$ cat src/hw/rtl/mcep_pkg.sv
// shared types, codes and constants of the multi-channel esc pulse generator
package mcep_pkg;

   localparam int NUM_CHANNELS_DEF = 4;
   localparam int PULSE_W          = 16;
   localparam int THR_W            = 18;
   localparam int CH_W             = 4;
   localparam int LINES_W          = 4;
   localparam int CSR_IDX_W        = 3;
   localparam int CSR_DATA_W       = 16;

   localparam logic [PULSE_W-1:0] RST_MIN_PULSE    = 16'd1000;
   localparam logic [PULSE_W-1:0] RST_MAX_PULSE    = 16'd2000;
   localparam logic [PULSE_W-1:0] RST_SPIN_PULSE   = 16'd1100;
   localparam logic [PULSE_W-1:0] RST_PERIOD_TICKS = 16'd20000;
   localparam logic [16:0]        Q16_ONE          = 17'd65536;

   typedef enum logic [2:0] {
      REQ_TICK     = 3'd0,
      REQ_PULSE    = 3'd1,
      REQ_THROTTLE = 3'd2,
      REQ_ARM      = 3'd3,
      REQ_DISARM   = 3'd4
   } req_kind_type;

   typedef enum logic [1:0] {
      ST_OK          = 2'd0,
      ST_NOT_ENABLED = 2'd1,
      ST_BAD_CHANNEL = 2'd2
   } status_type;

   typedef enum logic [CSR_IDX_W-1:0] {
      CSR_ENABLE       = 3'd0,
      CSR_MIN_PULSE    = 3'd1,
      CSR_MAX_PULSE    = 3'd2,
      CSR_SPIN_PULSE   = 3'd3,
      CSR_PERIOD_TICKS = 3'd4
   } csr_index_type;

   typedef struct packed {
      req_kind_type         req_type;
      logic [CH_W-1:0]      channel;
      logic [PULSE_W-1:0]   pulse_width;
      logic [THR_W-1:0]     throttle;
   } req_item_type;

   typedef struct packed {
      logic [LINES_W-1:0] pwm_lines;
      status_type         status;
   } rsp_item_type;

   function automatic logic [PULSE_W-1:0] clamp_width(
      input logic [PULSE_W-1:0] p,
      input logic [PULSE_W-1:0] lo,
      input logic [PULSE_W-1:0] hi
   );
      logic [PULSE_W-1:0] r;
      begin
         if (p < lo) begin
            r = lo;
         end else if (p > hi) begin
            r = hi;
         end else begin
            r = p;
         end
         return r;
      end
   endfunction

endpackage

$ cat src/hw/rtl/mcep_in_stage.sv
// input register of the request channel
module mcep_in_stage
   import mcep_pkg::*;
(
   input  logic         clock,
   input  logic         reset,
   input  logic         in_valid,
   output logic         in_ready,
   input  req_item_type in_item,
   output logic         out_valid,
   input  logic         out_take,
   output req_item_type out_item
);

   logic         valid_ff;
   logic         valid_in;
   req_item_type item_ff;

   assign in_ready  = !valid_ff || out_take;
   assign valid_in  = (in_valid && in_ready) || (valid_ff && !out_take);
   assign out_valid = valid_ff;
   assign out_item  = item_ff;

   always_ff @(posedge clock) begin
      if (reset) begin
         valid_ff <= 1'b0;
      end else begin
         valid_ff <= valid_in;
      end
   end

   always_ff @(posedge clock) begin
      if (in_valid && in_ready) begin
         item_ff <= in_item;
      end
   end

endmodule

$ cat config.mk
export PLATFORM = sky130hd
export DESIGN_NAME = mcep_in_stage
export DESIGN_NICKNAME = d
export VERILOG_FILES = /design/src/hw/rtl/mcep_pkg.sv /design/src/hw/rtl/mcep_in_stage.sv
export SDC_FILE = /design/constraint.sdc
export NUM_CORES = 1
export LEC_CHECK = 0
export ABC_CLOCK_PERIOD_IN_PS = 2820
export BUFFER_PORTS_ARGS = -buffer_cell sky130_fd_sc_hd__buf_2
export CORE_ASPECT_RATIO = 1.75
export CORE_MARGIN = 2
export CORE_UTILIZATION = 40
export DETAILED_ROUTE_END_ITERATION = 12
export PLACE_DENSITY = 0.86
export SYNTH_ARGS = -nofsm -noshare
export SYNTH_HDL_FRONTEND = slang
export SYNTH_SLANG_ARGS = --single-unit
$ cat constraint.sdc
create_clock -name clock -period 2.82 [get_ports clock]
set_clock_uncertainty 0.1 [all_clocks]
set_input_delay 0.282 -clock clock [delete_from_list [all_inputs] [get_ports clock]]
set_output_delay 0.282 -clock clock [all_outputs]
set_load 0.1 [all_outputs]
==> metrics.md <==
| Metric | Value |
|---|---|
| Worst Tran Pin Value | `0.5035 ns` |
| Diodes inserted | `0` |
| Worst hold stages | `2` |
| Rel. slew slack | `0.6643` |
| Nets@finish | `185` |
| Vias/cell | `4.293` |
| Final setup margin | `1.304 ns` |
| Gr ovfl total | `0` |
| Place WS | `1.372 ns` |
| Root Driver | `clkbuf_8` |
| Placeable Area | `0.003108 sq mm` |
| Area Overhead vs Synth | `45.14%` |
| Synth area leaders | `edfxtp_1 96%, dfxtp_1 1.6%, nand2b_4 1.1%, a21oi_2 0.68%, and2_4 0.68%` |
| Netlist cell types | `6` |
| Pwr per Cell Area | `779.5 mW/mm^2` |
| Most common cell in the netlist | `edfxtp_1` |
| Top-area cell type share of the netlist area | `0.9572` |
| Synth area leader | `edfxtp_1` |
| Min cycle time layout | `1.516 ns` |
| Status | `complete, no violations` |
| Total track usage | `0.1384` |
| Max-Cap Viols | `0` |
| Worst setup SP type | `flip-flop` |
| TNS Setup | `0 ns` |
| WS Path Type | `reg -> out` |
| Sequential cell area | `0.001251 sq mm` |
| IO Pins | `88` |
| Multi-input gate area | `31.28 sq um` |
| Clock slew at the register clock pins of the worst setup and hold paths | `0.08 ns` |
| Die ar. | `0.003703 sq mm` |
| Final setup vio count | `0` |
| Die W | `46.87 microns` |
| CTS tree | `yes` |
| Mapped Area | `0.001286 sq mm` |
| DRT iter0 DRCs | `16` |
| Crit end category | `output port` |
| CTS H-Tree Depth | `2` |
| Initial antenna violation count | `0` |
| VDD IR max | `461.7 uV` |
| Static leakage | `0.0008141 uW` |
| Synth warnings | `0` |
| WL final | `2466 microns` |
| DR WL/cell | `13.40 microns` |
| Number of synthesized flops with an enable pin | `41` |
| Async SR Flop Fraction | `0` |
| FF+latch count, synth | `42` |
| Placed standard-cell area | `0.001775 sq mm` |
| Hold_buf cts | `0` |
| Synth Area per Inst | `27.96 sq um` |
| Die Height | `79.02 microns` |
| Port Buffers | `87` |
| Largest net degree at the start of global routing | `42` |
| Global placement routability congestion | `0.6415` |
| Post-route design area | `0.001867 sq mm` |
| Num CTS Buffers | `5` |
| Fin. Hold Viols | `0` |
| Residual DRC | `0` |
| Top FF cell, synth | `edfxtp_1` |
| Vias in the first global route | `791` |
| DRT Pass-1 Iters | `3` |
| Layout cells sized above 1 | `0.6879` |
| RSZ-0062 raised after global routing | `no` |
| Clock Path Buffers | `2` |
| Row cnt | `27` |
| Fillers | `270` |
| Worst Path Buf+Inv | `1` |
| Via count | `790` |
| Sequence of cells on the critical path | `nand2b_4, buf_2` |
| Sink Count | `42` |
| Antenna Nets Post-Route | `0` |
| Hold Path Class | `in -> reg` |
| Setup Buffers After CTS | `0` |
| Top delay family on crit path | `buffers and inverters` |
| Starting Density | `0.4138` |
| Final period util | `0.5375` |
| Worst Path Max Fanout | `3` |
| Synth Instances | `46` |
| Worst EP arrival | `1.13 ns` |
| CP max stage delay | `0.42 ns` |
| Critical Path RT | `2.44 ns` |
| Net Count, Synth | `91` |
| First-pass GRT wire length | `3408 microns` |
| Achievable frequency | `659.7 MHz` |
| Clk_lat worst skew | `0.29 ns` |
| Seq/Total Area, Yosys | `0.9728` |
| Critical path's slowest cell | `buf_2` |
| Post-CTS resize count | `0` |
| Critical path depth in cells | `2` |
| Final slew viol count | `0` |
| Reg2Reg Depth | `2` |
[worst reg2reg max path, stage by stage, from the launching register on]
cell and delay (ns):
dfxtp_1 0.34, nand2b_4 0.08, and2_4 0.47
[metal layers]
metal,track usage,vias to the layer above,share of wire
li1,-,369,-
met1,0.1102,367,0.31
met2,0.2370,45,0.57
met3,0.05227,9,0.079
met4,0.1139,0,0.047
met5,0,-,0
[metrics by stage]
step / utilization / instances / hold slack, ns / total power (uW)
after CTS: 0.6006 / 184 / 0.03744 / 1465
after floorplan: - / 46 / 0.2444 / 1026
after global placement: 0.5713 / 176 / 0.3420 / 1086
final: 0.6006 / 184 / 0.04128 / 1455
after global routing: 0.6006 / 184 / 0.03497 / 1498
after detailed placement: 0.5713 / 176 / 0.3468 / 1092
[area by class of cell]
cell class	instances	area share
clock inverters	1	0.002681
multi-input cells	3	0.01676
clock buffers	7	0.04625
flip-flops and latches	42	0.6702
inverters	1	0.002011
well taps	43	0.02882
repair buffers	87	0.2332
[path summary, 6_finish.rpt]
check | from | slack (ns) | to
worst max-delay path | out_valid$_SDFF_PP0_ | 1.30 | in_ready
worst min-delay path | reset | 0.04 | out_valid$_SDFF_PP0_
worst max register to register | out_valid$_SDFF_PP0_ | 1.44 | out_item[32]$_DFFE_PP_
worst min register to register | out_valid$_SDFF_PP0_ | 0.41 | out_valid$_SDFF_PP0_
[logic make-up after synthesis]
| family | count (synthesis) | synth area share |
|---|---|---|
| compound gates | 1 | 0.006811 |
| buf+inv | 1 | 0.002915 |
| flops | 42 | 0.9728 |
| simple gates | 2 | 0.01751 |
[state kept, by name, summed over array words and instances (netlist names)]
signal / cells
out_item: 41
out_valid: 1
[layout by cell type (no fill, tap or decap)]
| master | synthesis | final |
|---|---|---|
| edfxtp_1 | 41 | 41 |
| inv_1 | 1 | 1 |
| nand2b_4 | 1 | 1 |
| clkbuf_8 | 0 | 6 |
| a21oi_2 | 1 | 1 |
| buf_2 | 0 | 87 |
| clkinv_2 | 0 | 1 |
| and2_4 | 1 | 1 |
| clkbuf_1 | 0 | 1 |
| dfxtp_1 | 1 | 1 |
[where the power goes]
group | leakage (uW) | switching, uW | internal [uW] | total [uW]
registers | 0.000405 | 8.32 | 728 | 736
logic | 0.000361 | 294 | 46.4 | 340
clock network | 0.0000482 | 181 | 197 | 379
total | 0.000814 | 484 | 972 | 1460
(Power assumes the default switching activity.)
