`config.mk`:
```
export PLATFORM = sky130hd
export DESIGN_NAME = mcep_out_stage
export DESIGN_NICKNAME = d
export VERILOG_FILES = /design/src/hw/rtl/mcep_pkg.sv /design/src/hw/rtl/mcep_out_stage.sv
export SDC_FILE = /design/constraint.sdc
export NUM_CORES = 1
export LEC_CHECK = 0
export BUFFER_PORTS_ARGS = -buffer_cell sky130_fd_sc_hd__buf_2
export CORE_AREA = 4 4 41 43
export DETAILED_ROUTE_END_ITERATION = 10
export DIE_AREA = 0 0 45 47
export GPL_TIMING_DRIVEN = 0
export PLACE_DENSITY_LB_ADDON = 0.1
export SLEW_MARGIN = 40
export SYNTH_ARGS = -nofsm -noshare
export SYNTH_HDL_FRONTEND = slang
export SYNTH_SLANG_ARGS = --single-unit
```
`constraint.sdc`:
```
create_clock -name clock -period 0.85 [get_ports clock]
set_input_delay 0.17 -clock clock [delete_from_list [all_inputs] [get_ports clock]]
set_output_delay 0.17 -clock clock [all_outputs]
set_load 0.02 [all_outputs]
```
`src/hw/rtl/mcep_pkg.sv`:
```
// shared types, codes and constants of the multi-channel esc pulse generator
package mcep_pkg;

   localparam int NUM_CHANNELS_DEF = 4;
   localparam int PULSE_W          = 16;
   localparam int THR_W            = 18;
   localparam int CH_W             = 4;
   localparam int LINES_W          = 4;
   localparam int CSR_IDX_W        = 3;
   localparam int CSR_DATA_W       = 16;

   localparam logic [PULSE_W-1:0] RST_MIN_PULSE    = 16'd1000;
   localparam logic [PULSE_W-1:0] RST_MAX_PULSE    = 16'd2000;
   localparam logic [PULSE_W-1:0] RST_SPIN_PULSE   = 16'd1100;
   localparam logic [PULSE_W-1:0] RST_PERIOD_TICKS = 16'd20000;
   localparam logic [16:0]        Q16_ONE          = 17'd65536;

   typedef enum logic [2:0] {
      REQ_TICK     = 3'd0,
      REQ_PULSE    = 3'd1,
      REQ_THROTTLE = 3'd2,
      REQ_ARM      = 3'd3,
      REQ_DISARM   = 3'd4
   } req_kind_type;

   typedef enum logic [1:0] {
      ST_OK          = 2'd0,
      ST_NOT_ENABLED = 2'd1,
      ST_BAD_CHANNEL = 2'd2
   } status_type;

   typedef enum logic [CSR_IDX_W-1:0] {
      CSR_ENABLE       = 3'd0,
      CSR_MIN_PULSE    = 3'd1,
      CSR_MAX_PULSE    = 3'd2,
      CSR_SPIN_PULSE   = 3'd3,
      CSR_PERIOD_TICKS = 3'd4
   } csr_index_type;

   typedef struct packed {
      req_kind_type         req_type;
      logic [CH_W-1:0]      channel;
      logic [PULSE_W-1:0]   pulse_width;
      logic [THR_W-1:0]     throttle;
   } req_item_type;

   typedef struct packed {
      logic [LINES_W-1:0] pwm_lines;
      status_type         status;
   } rsp_item_type;

   function automatic logic [PULSE_W-1:0] clamp_width(
      input logic [PULSE_W-1:0] p,
      input logic [PULSE_W-1:0] lo,
      input logic [PULSE_W-1:0] hi
   );
      logic [PULSE_W-1:0] r;
      begin
         if (p < lo) begin
            r = lo;
         end else if (p > hi) begin
            r = hi;
         end else begin
            r = p;
         end
         return r;
      end
   endfunction

endpackage

```
`src/hw/rtl/mcep_out_stage.sv`:
```
// result register of the response channel
module mcep_out_stage
   import mcep_pkg::*;
(
   input  logic         clock,
   input  logic         reset,
   input  logic         in_valid,
   output logic         in_take,
   input  rsp_item_type in_item,
   output logic         out_valid,
   input  logic         out_ready,
   output rsp_item_type out_item
);

   logic         valid_ff;
   logic         valid_in;
   rsp_item_type item_ff;

   assign in_take   = in_valid && (!valid_ff || out_ready);
   assign valid_in  = in_take || (valid_ff && !out_ready);
   assign out_valid = valid_ff;
   assign out_item  = item_ff;

   always_ff @(posedge clock) begin
      if (reset) begin
         valid_ff <= 1'b0;
      end else begin
         valid_ff <= valid_in;
      end
   end

   always_ff @(posedge clock) begin
      if (in_take) begin
         item_ff <= in_item;
      end
   end

endmodule

```
==> impl_metrics.env, run 1 <==
export IMPL_outcome="finished, violations left"
export IMPL_violations="setup timing"
export IMPL_vdd_ir_drop_max_v=0.0006723
export IMPL_gp_congestion=0.5657
export IMPL_cp_end_kind="primary output"
export IMPL_synth_fa_ha_area_frac=0
export IMPL_drcViolationCount=0
export IMPL_worst_hold_path_endpoint="out_valid"
export IMPL_drtIter0Drc=0
export IMPL_synth_top_family_by_area="simple AND/OR/NAND/NOR gates"
export IMPL_core_um2=1301
export IMPL_cp_cell_sequence="nand2b_4 > and2_4 > buf_6"
export IMPL_htreeDepth=1
export IMPL_hold_viol=0
export IMPL_post_drt_wl_per_cell_um=9.563
export IMPL_synth_simple_area_share=0.09574
export IMPL_vias=163
export IMPL_final_nets=44
export IMPL_clockBufferDepth=2
export IMPL_antenna_cells=0
export IMPL_track_usage=0.04789
export IMPL_period_needed_ns=1.073
export IMPL_min_path_cells=2
export IMPL_drt_antenna_violating_nets=0
export IMPL_synth_xor_area_frac=0
export IMPL_area_delta_synth_final_pct=70.74
export IMPL_fmax_mhz=931.8
export IMPL_overflow=0
export IMPL_worst_path_buf_inv=1
export IMPL_final_common_cell="buf_2"
export IMPL_setup_worst_path_class="reg -> out"
export IMPL_min_path_type="in -> reg"
export IMPL_viasPerCell=3.396
export IMPL_syn_nets=21
export IMPL_ys_seq_elements=7
export IMPL_yosysUniqueCellTypes=6
export IMPL_period_share=1.263
export IMPL_timing_setup_tns_ns=-1.478
export IMPL_leakage_nw=0.1819
export IMPL_tightestPinTransition_ns=0.1120
export IMPL_cpMaxStageDelayCell="dfxtp_4"
export IMPL_slew_headroom=0.9258
export IMPL_reg2reg_to="out_item[3]"
export IMPL_wirelength_um=459
export IMPL_firstDrtPassIters=1
export IMPL_maxCapViolations=0
export IMPL_rr_startpoint="out_valid"
export IMPL_critical_path_required_ns=0.68
export IMPL_post_route_util=0.3087
export IMPL_fin_ws_ns=-0.2232
export IMPL_crit_family="flip-flops"
export IMPL_start_util=0.1808
export IMPL_clock_sinks=7
export IMPL_postCtsHoldBufs=0
export IMPL_finalSetupViolations=14
export IMPL_arrival_ns=0.90
export IMPL_rsz0062_at_grt="yes"
export IMPL_die_area_um2=2115
export IMPL_cp_max_fo=2
export IMPL_powerDensity_nw_per_um2=2000
export IMPL_drive_above_1_share=0.7576
export IMPL_num_rows=13
export IMPL_synthMuxAreaShare=0
export IMPL_yosys_warnings=0
export IMPL_r2r_cells=3
export IMPL_grt_pass1_wl_um=634
export IMPL_tritoncts="done"
export IMPL_dieHeight_um=47
export IMPL_layout_common_cells="13 x buf_2, 6 x edfxtp_1, 4 x buf_6"
export IMPL_maxSlewViolCount=0
export IMPL_critPathLaunchType="register"
export IMPL_clk_pin_slew_ns=0.05
export IMPL_yosysSeqAreaShare=0.8511
export IMPL_clk_latency_ns=0.24
export IMPL_numCtsBuffers=3
export IMPL_syn_cell_area_um2=235.2
export IMPL_ios=18
export IMPL_clock_skew_ns=0.003520
export IMPL_syn_area_per_cell_um2=21.38
export IMPL_syn_inst=11
export IMPL_r2r_setup_slack_ns=-0.12
export IMPL_synth_compound_area_frac=0.03723
export IMPL_die_w_um=45
export IMPL_pre_cts_ws_ns=-0.08036
export IMPL_cp_slowest_stage_delay_ns=0.35
export IMPL_clockRootBuffer="clkbuf_4"
export IMPL_io_buffers=17
export IMPL_grt_pass1_vias=171
export IMPL_grt_max_degree=7
export IMPL_antenna_found_initial=0
export IMPL_min_delay_start="reset"
==> sequential cells by signal, indices dropped and copies added (netlist names) <==
name	cells
out_item	6
out_valid	1
==> cells in the mapped netlist <==
cell type	number	area share
a21oi_2	1	0.037
and2_4	1	0.037
dfxtp_1	1	0.085
inv_1	1	0.016
edfxtp_1	6	0.77
nand2b_4	1	0.058
==> cell families (layout without fill, tap and decap cells) <==
logic type             after synthesis  in the layout
DFF                                  7              7
AOI/OAI and AO/OA                    1              1
and+or+nand+nor                      2              2
buffers and inverters                1             23
==> power by group <==
group | switching (mW) | leakage [nW] | internal, mW
clock | 0.111 | 0.0150 | 0.178
combinational | 0.0540 | 0.100 | 0.0556
sequential | 0.00762 | 0.0669 | 0.396
total | 0.173 | 0.182 | 0.630
==> worst max path at each step <==
| stage | startpoint | to | cells after the start |
|---|---|---|---|
| 4_1_cts | out_valid | in_take | 3 |
| 5_1_grt | out_valid | in_take | 3 |
| 6_report | out_valid | in_take | 3 |
| 3_5_place_dp | out_valid | in_take | 3 |
| 2_1_floorplan | out_valid | out_item[0] | 2 |
| 3_3_place_gp | out_valid | in_take | 3 |
==> layer usage <==
metal / GRT usage / up-vias / share of wire
met5: 0 / - / 0
met4: 0.05263 / 0 / 0
met3: 0.03448 / 0 / 0.15
met2: 0.08192 / 10 / 0.56
met1: 0.03044 / 70 / 0.29
li1: - / 83 / -
==> area by class of cell <==
type	instances	area, um2
Fill cell	143	899.6
Sequential cell	7	203.9
Tap cell	15	18.77
Clock buffer	4	26.28
Inverter	1	3.754
Timing Repair Buffer	18	117.6
Multi-Input combinational cell	3	31.28
==> what timing repair did <==
| action | in CTS | in global routing |
|---|---|---|
| setup endpoints to repair | 14 | 14 |
| pin swaps | 0 | 0 |
| setup buffers | 1 | 0 |
| gates resized for setup | 2 | 6 |
| cloned | 0 | 0 |
==> through the flow <==
step	hold slack [ns]	cell area [um2]	power, mW	instances
finish	0.07805	401.6	0.8031	48
global route	0.06858	401.6	0.8465	48
CTS	0.06751	382.9	0.8170	48
detailed placement	0.3315	342.8	0.5027	43
global placement	0.3205	342.8	0.5002	43
floorplan	0.2233	239.0	0.4590	11
Note: power is estimated with default switching activity, not from simulation.
==> run 2, diff against run 1 <==
Settings changed: REMOVE_ABC_BUFFERS from default to 1.
==> impl_metrics.env, run 2 (same netlist as run 1, synthesis figures left out) <==
export IMPL_outcome="finished, violations left"
export IMPL_violations="setup timing"
export IMPL_powerDensity_nw_per_um2=1983
export IMPL_core_um2=1301
export IMPL_finalSetupViolations=14
export IMPL_largest_reg_flops=6
export IMPL_critPathLaunchType="register"
export IMPL_timing_setup_tns_ns=-1.416
export IMPL_wirelength_um=502
export IMPL_arrival_ns=0.90
export IMPL_dieHeight_um=47
export IMPL_drt_antenna_violating_nets=0
export IMPL_rsz0062_at_grt="yes"
export IMPL_start_util=0.1808
export IMPL_seq_area_um2=201.4
export IMPL_p_total_mw=0.8212
export IMPL_vias=176
export IMPL_viasPerCell=3.520
export IMPL_die_area_um2=2115
export IMPL_maxCapViolations=0
export IMPL_drcViolationCount=0
export IMPL_overflow=0
export IMPL_grt_max_degree=7
export IMPL_slew_headroom=0.9282
export IMPL_ios=18
export IMPL_fin_ws_ns=-0.2153
export IMPL_fmax_mhz=938.7
export IMPL_critical_path_required_ns=0.68
export IMPL_die_w_um=45
export IMPL_grt_pass1_wl_um=717
export IMPL_num_rows=13
export IMPL_period_needed_ns=1.065
export IMPL_maxSlewViolCount=0
export IMPL_tightestPinTransition_ns=0.1084
export IMPL_period_share=1.253
export IMPL_setup_worst_path_class="reg -> out"
export IMPL_clockBufferDepth=2
export IMPL_tritoncts="done"
export IMPL_io_buffers=17
export IMPL_fin_area_um2=414.1
export IMPL_clock_sinks=7
export IMPL_cp_max_fo=2
export IMPL_firstDrtPassIters=1
export IMPL_grt_pass1_vias=183
export IMPL_layout_common_cells="13 x buf_2, 6 x edfxtp_1, 4 x buf_6"
export IMPL_min_path_type="in -> reg"
export IMPL_post_route_util=0.3183
export IMPL_postCtsHoldBufs=0
export IMPL_drive_above_1_share=0.7714
export IMPL_gp_congestion=0.5310
export IMPL_clk_latency_ns=0.25
export IMPL_antenna_found_initial=0
export IMPL_antenna_cells=0
export IMPL_final_common_cell="buf_2"
export IMPL_vdd_ir_drop_max_v=0.0006044
export IMPL_htreeDepth=1
export IMPL_numCtsBuffers=3
export IMPL_final_nets=46
export IMPL_clock_skew_ns=0.004382
export IMPL_clockRootBuffer="clkbuf_4"
export IMPL_drtIter0Drc=0
export IMPL_multi_input_area_um2=31.28
export IMPL_leakage_nw=0.1904
export IMPL_area_delta_synth_final_pct=76.06
export IMPL_post_drt_wl_per_cell_um=10.04
export IMPL_hold_viol=0
export IMPL_num_fill_cells=150
export IMPL_clk_pin_slew_ns=0.05
export IMPL_track_usage=0.05564
export IMPL_cp_end_kind="primary output"
export IMPL_placed_cell_area_um2=339.1
[run 2: critical path, cell delays in order, from the launching register on]
cell      delay [ns]
dfxtp_2         0.34
nand2b_4        0.05
and2_4          0.13
buf_6           0.12
[run 2: per-stage QoR]
stage	instances	hold slack, ns	worst slack [ns]
detailed placement	43	0.3333	-0.09266
finish	50	0.07267	-0.2153
floorplan	11	0.2324	-0.1420
global placement	43	0.3304	-0.07464
CTS	50	0.05901	-0.2316
global route	50	0.05908	-0.2533
[run 2: area by class of cell]
| type | count | share of cell area |
|---|---|---|
| clock buffers | 4 | 0.06344 |
| repair buffers | 20 | 0.3202 |
| well taps | 15 | 0.04532 |
| flip-flops and latches | 7 | 0.4864 |
| multi-input cells | 3 | 0.07553 |
| inverters | 1 | 0.009063 |
[run 2: timing repair]
action | in CTS | in global routing
resized for setup | 5 | 4
pin swaps | 1 | 0
endpoints found under the hold margin | 0 | 0
buffers inserted | 3 | 0
endpoints found under the setup margin | 14 | 14
[run 2: worst paths after layout]
| check | from | slack, ns | cells past startpoint | to |
|---|---|---|---|---|
| worst max register to register | out_valid | -0.10 | 3 | out_item[2] |
| worst max-delay path | out_valid | -0.22 | 3 | in_take |
| worst min register to register | out_valid | 0.56 | 3 | out_valid |
| worst min-delay path | reset | 0.07 | 2 | out_valid |
[run 2: routing by layer]
| metal | vias to the layer above | track usage | wire length, um |
|---|---|---|---|
| li1 | 87 | - | - |
| met1 | 81 | 0.03935 | 143 |
| met2 | 8 | 0.09887 | 305 |
| met3 | 0 | 0.02299 | 54 |
| met4 | 0 | 0.07018 | 0 |
| met5 | - | 0 | 0 |
[run 2: power breakdown]
group / internal [mW] / switching (mW) / leakage (nW)
registers: 0.398 / 0.00747 / 0.0666
clock network: 0.179 / 0.119 / 0.0150
logic: 0.0621 / 0.0566 / 0.109
==> run 3, diff against run 2 <==
Clock period 0.85 ns to 1.3 ns, I/O delays scaled along.
==> impl_metrics.env, run 3 (same netlist as run 1, synthesis figures left out) <==
export IMPL_outcome="finished clean"
export IMPL_largest_reg_flops=6
export IMPL_antenna_found_initial=0
export IMPL_fin_hold_ws_ns=0.1621
export IMPL_grt_max_degree=8
export IMPL_core_um2=1301
export IMPL_leakage_nw=0.1692
export IMPL_drcViolationCount=0
export IMPL_post_cts_setup_buffers=0
export IMPL_clock_skew_ns=0.002343
export IMPL_start_util=0.1808
export IMPL_slew_headroom=0.9263
export IMPL_finalSetupViolations=0
export IMPL_ios=18
export IMPL_clock_sinks=7
export IMPL_drtIter0Drc=0
export IMPL_cts_resized_gates=1
export IMPL_firstDrtPassIters=1
export IMPL_cp_cell_sequence="nand2b_4 > and2_4 > buf_4"
export IMPL_tightestPinTransition_ns=0.1113
export IMPL_viasPerCell=3.511
export IMPL_wirelength_um=489
export IMPL_grt_pass1_wl_um=710
export IMPL_cp_end_kind="primary output"
export IMPL_vias=165
export IMPL_numCtsBuffers=3
export IMPL_dpl_cell_count=43
export IMPL_wl_met3_um=54
export IMPL_die_w_um=45
export IMPL_cpMaxStageDelayCell="dfxtp_2"
export IMPL_powerDensity_nw_per_um2=1408
export IMPL_final_common_cell="buf_2"
export IMPL_maxCapViolations=0
export IMPL_post_drt_wl_per_cell_um=10.40
export IMPL_highest_layer="met3"
export IMPL_clk_latency_ns=0.24
export IMPL_timing_setup_tns_ns=0
export IMPL_antenna_cells=0
export IMPL_wl_met1_um=146
export IMPL_fin_cells=47
export IMPL_worst_path_buf_inv=1
export IMPL_critPathLaunchType="register"
export IMPL_rsz0062_at_grt="no"
export IMPL_hold_viol=0
export IMPL_num_rows=13
export IMPL_die_area_um2=2115
export IMPL_fmax_mhz=799.1
export IMPL_cp_slowest_stage_delay_ns=0.34
export IMPL_maxSlewViolCount=0
export IMPL_critical_path_required_ns=1.04
export IMPL_layout_common_cells="16 x buf_2, 6 x edfxtp_1, 3 x clkbuf_4"
export IMPL_postCtsHoldBufs=0
export IMPL_overflow=0
export IMPL_clockBufferDepth=2
export IMPL_clockRootBuffer="clkbuf_4"
export IMPL_dieHeight_um=47
export IMPL_drt_antenna_violating_nets=0
export IMPL_tritoncts="done"
export IMPL_crit_family="flip-flops"
export IMPL_grt_pass1_vias=178
export IMPL_period_needed_ns=1.251
export IMPL_setup_worst_path_class="reg -> out"
export IMPL_htreeDepth=1
export IMPL_io_buffers=17
export IMPL_period_share=0.9626
export IMPL_area_delta_synth_final_pct=56.91
export IMPL_cp_max_fo=7
export IMPL_min_path_type="in -> reg"
export IMPL_arrival_ns=0.99
export IMPL_gp_congestion=0.5310
export IMPL_route_met2_wl_um=288
export IMPL_track_usage=0.05485
export IMPL_clk_pin_slew_ns=0.05
export IMPL_final_nets=43
export IMPL_vdd_ir_drop_max_v=0.0003855
export IMPL_drive_above_1_share=0.7500
-- run 3: worst reg2reg max path, delay by kind of cell, from the launching register on --
family / cells / cell delay (ns)
DFF: 1 / 0.33
and+or+nand+nor: 2 / 0.26
-- run 3: area by class of cell --
cell class              instances  area (um2)
fillers                       158       932.1
flip-flops and latches          7       201.4
repair buffers                 17       87.58
multi-input cells               3       31.28
clock buffers                   4       26.28
well taps                      15       18.77
inverters                       1       3.754
-- run 3: worst paths after layout --
kind | start | endpoint | slack, ns | cells past startpoint
setup / recovery | out_valid | in_take | 0.05 | 3
hold reg to reg | out_valid | out_valid | 0.48 | 2
hold / removal | reset | out_valid | 0.16 | 2
setup reg to reg | out_valid | out_item[1] | 0.43 | 2
-- run 3: per-stage QoR --
| stage | worst slack [ns] | util | cell area, um2 | total power, mW |
|---|---|---|---|---|
| 6_report | 0.04860 | 0.2837 | 369.1 | 0.5197 |
| 5_1_grt | 0.001292 | 0.2837 | 369.1 | 0.5492 |
| 4_1_cts | 0.01315 | 0.2817 | 366.6 | 0.5353 |
| 3_5_place_dp | 0.1986 | 0.2606 | 339.1 | 0.3295 |
| 3_3_place_gp | 0.2065 | 0.2606 | 339.1 | 0.3279 |
| 2_1_floorplan | 0.3029 | - | 235.2 | 0.3006 |
-- run 3: layer usage --
metal	up-vias	global-route usage
met1	75	0.04398
met4	0	0.07018
met5	-	0
li1	82	-
met2	8	0.09040
met3	0	0.02299
-- run 3: power by group --
part	switching (mW)	total [mW]	internal [mW]
Clock	0.0774	0.194	0.117
Combinational	0.0349	0.0616	0.0266
Sequential	0.00405	0.264	0.260
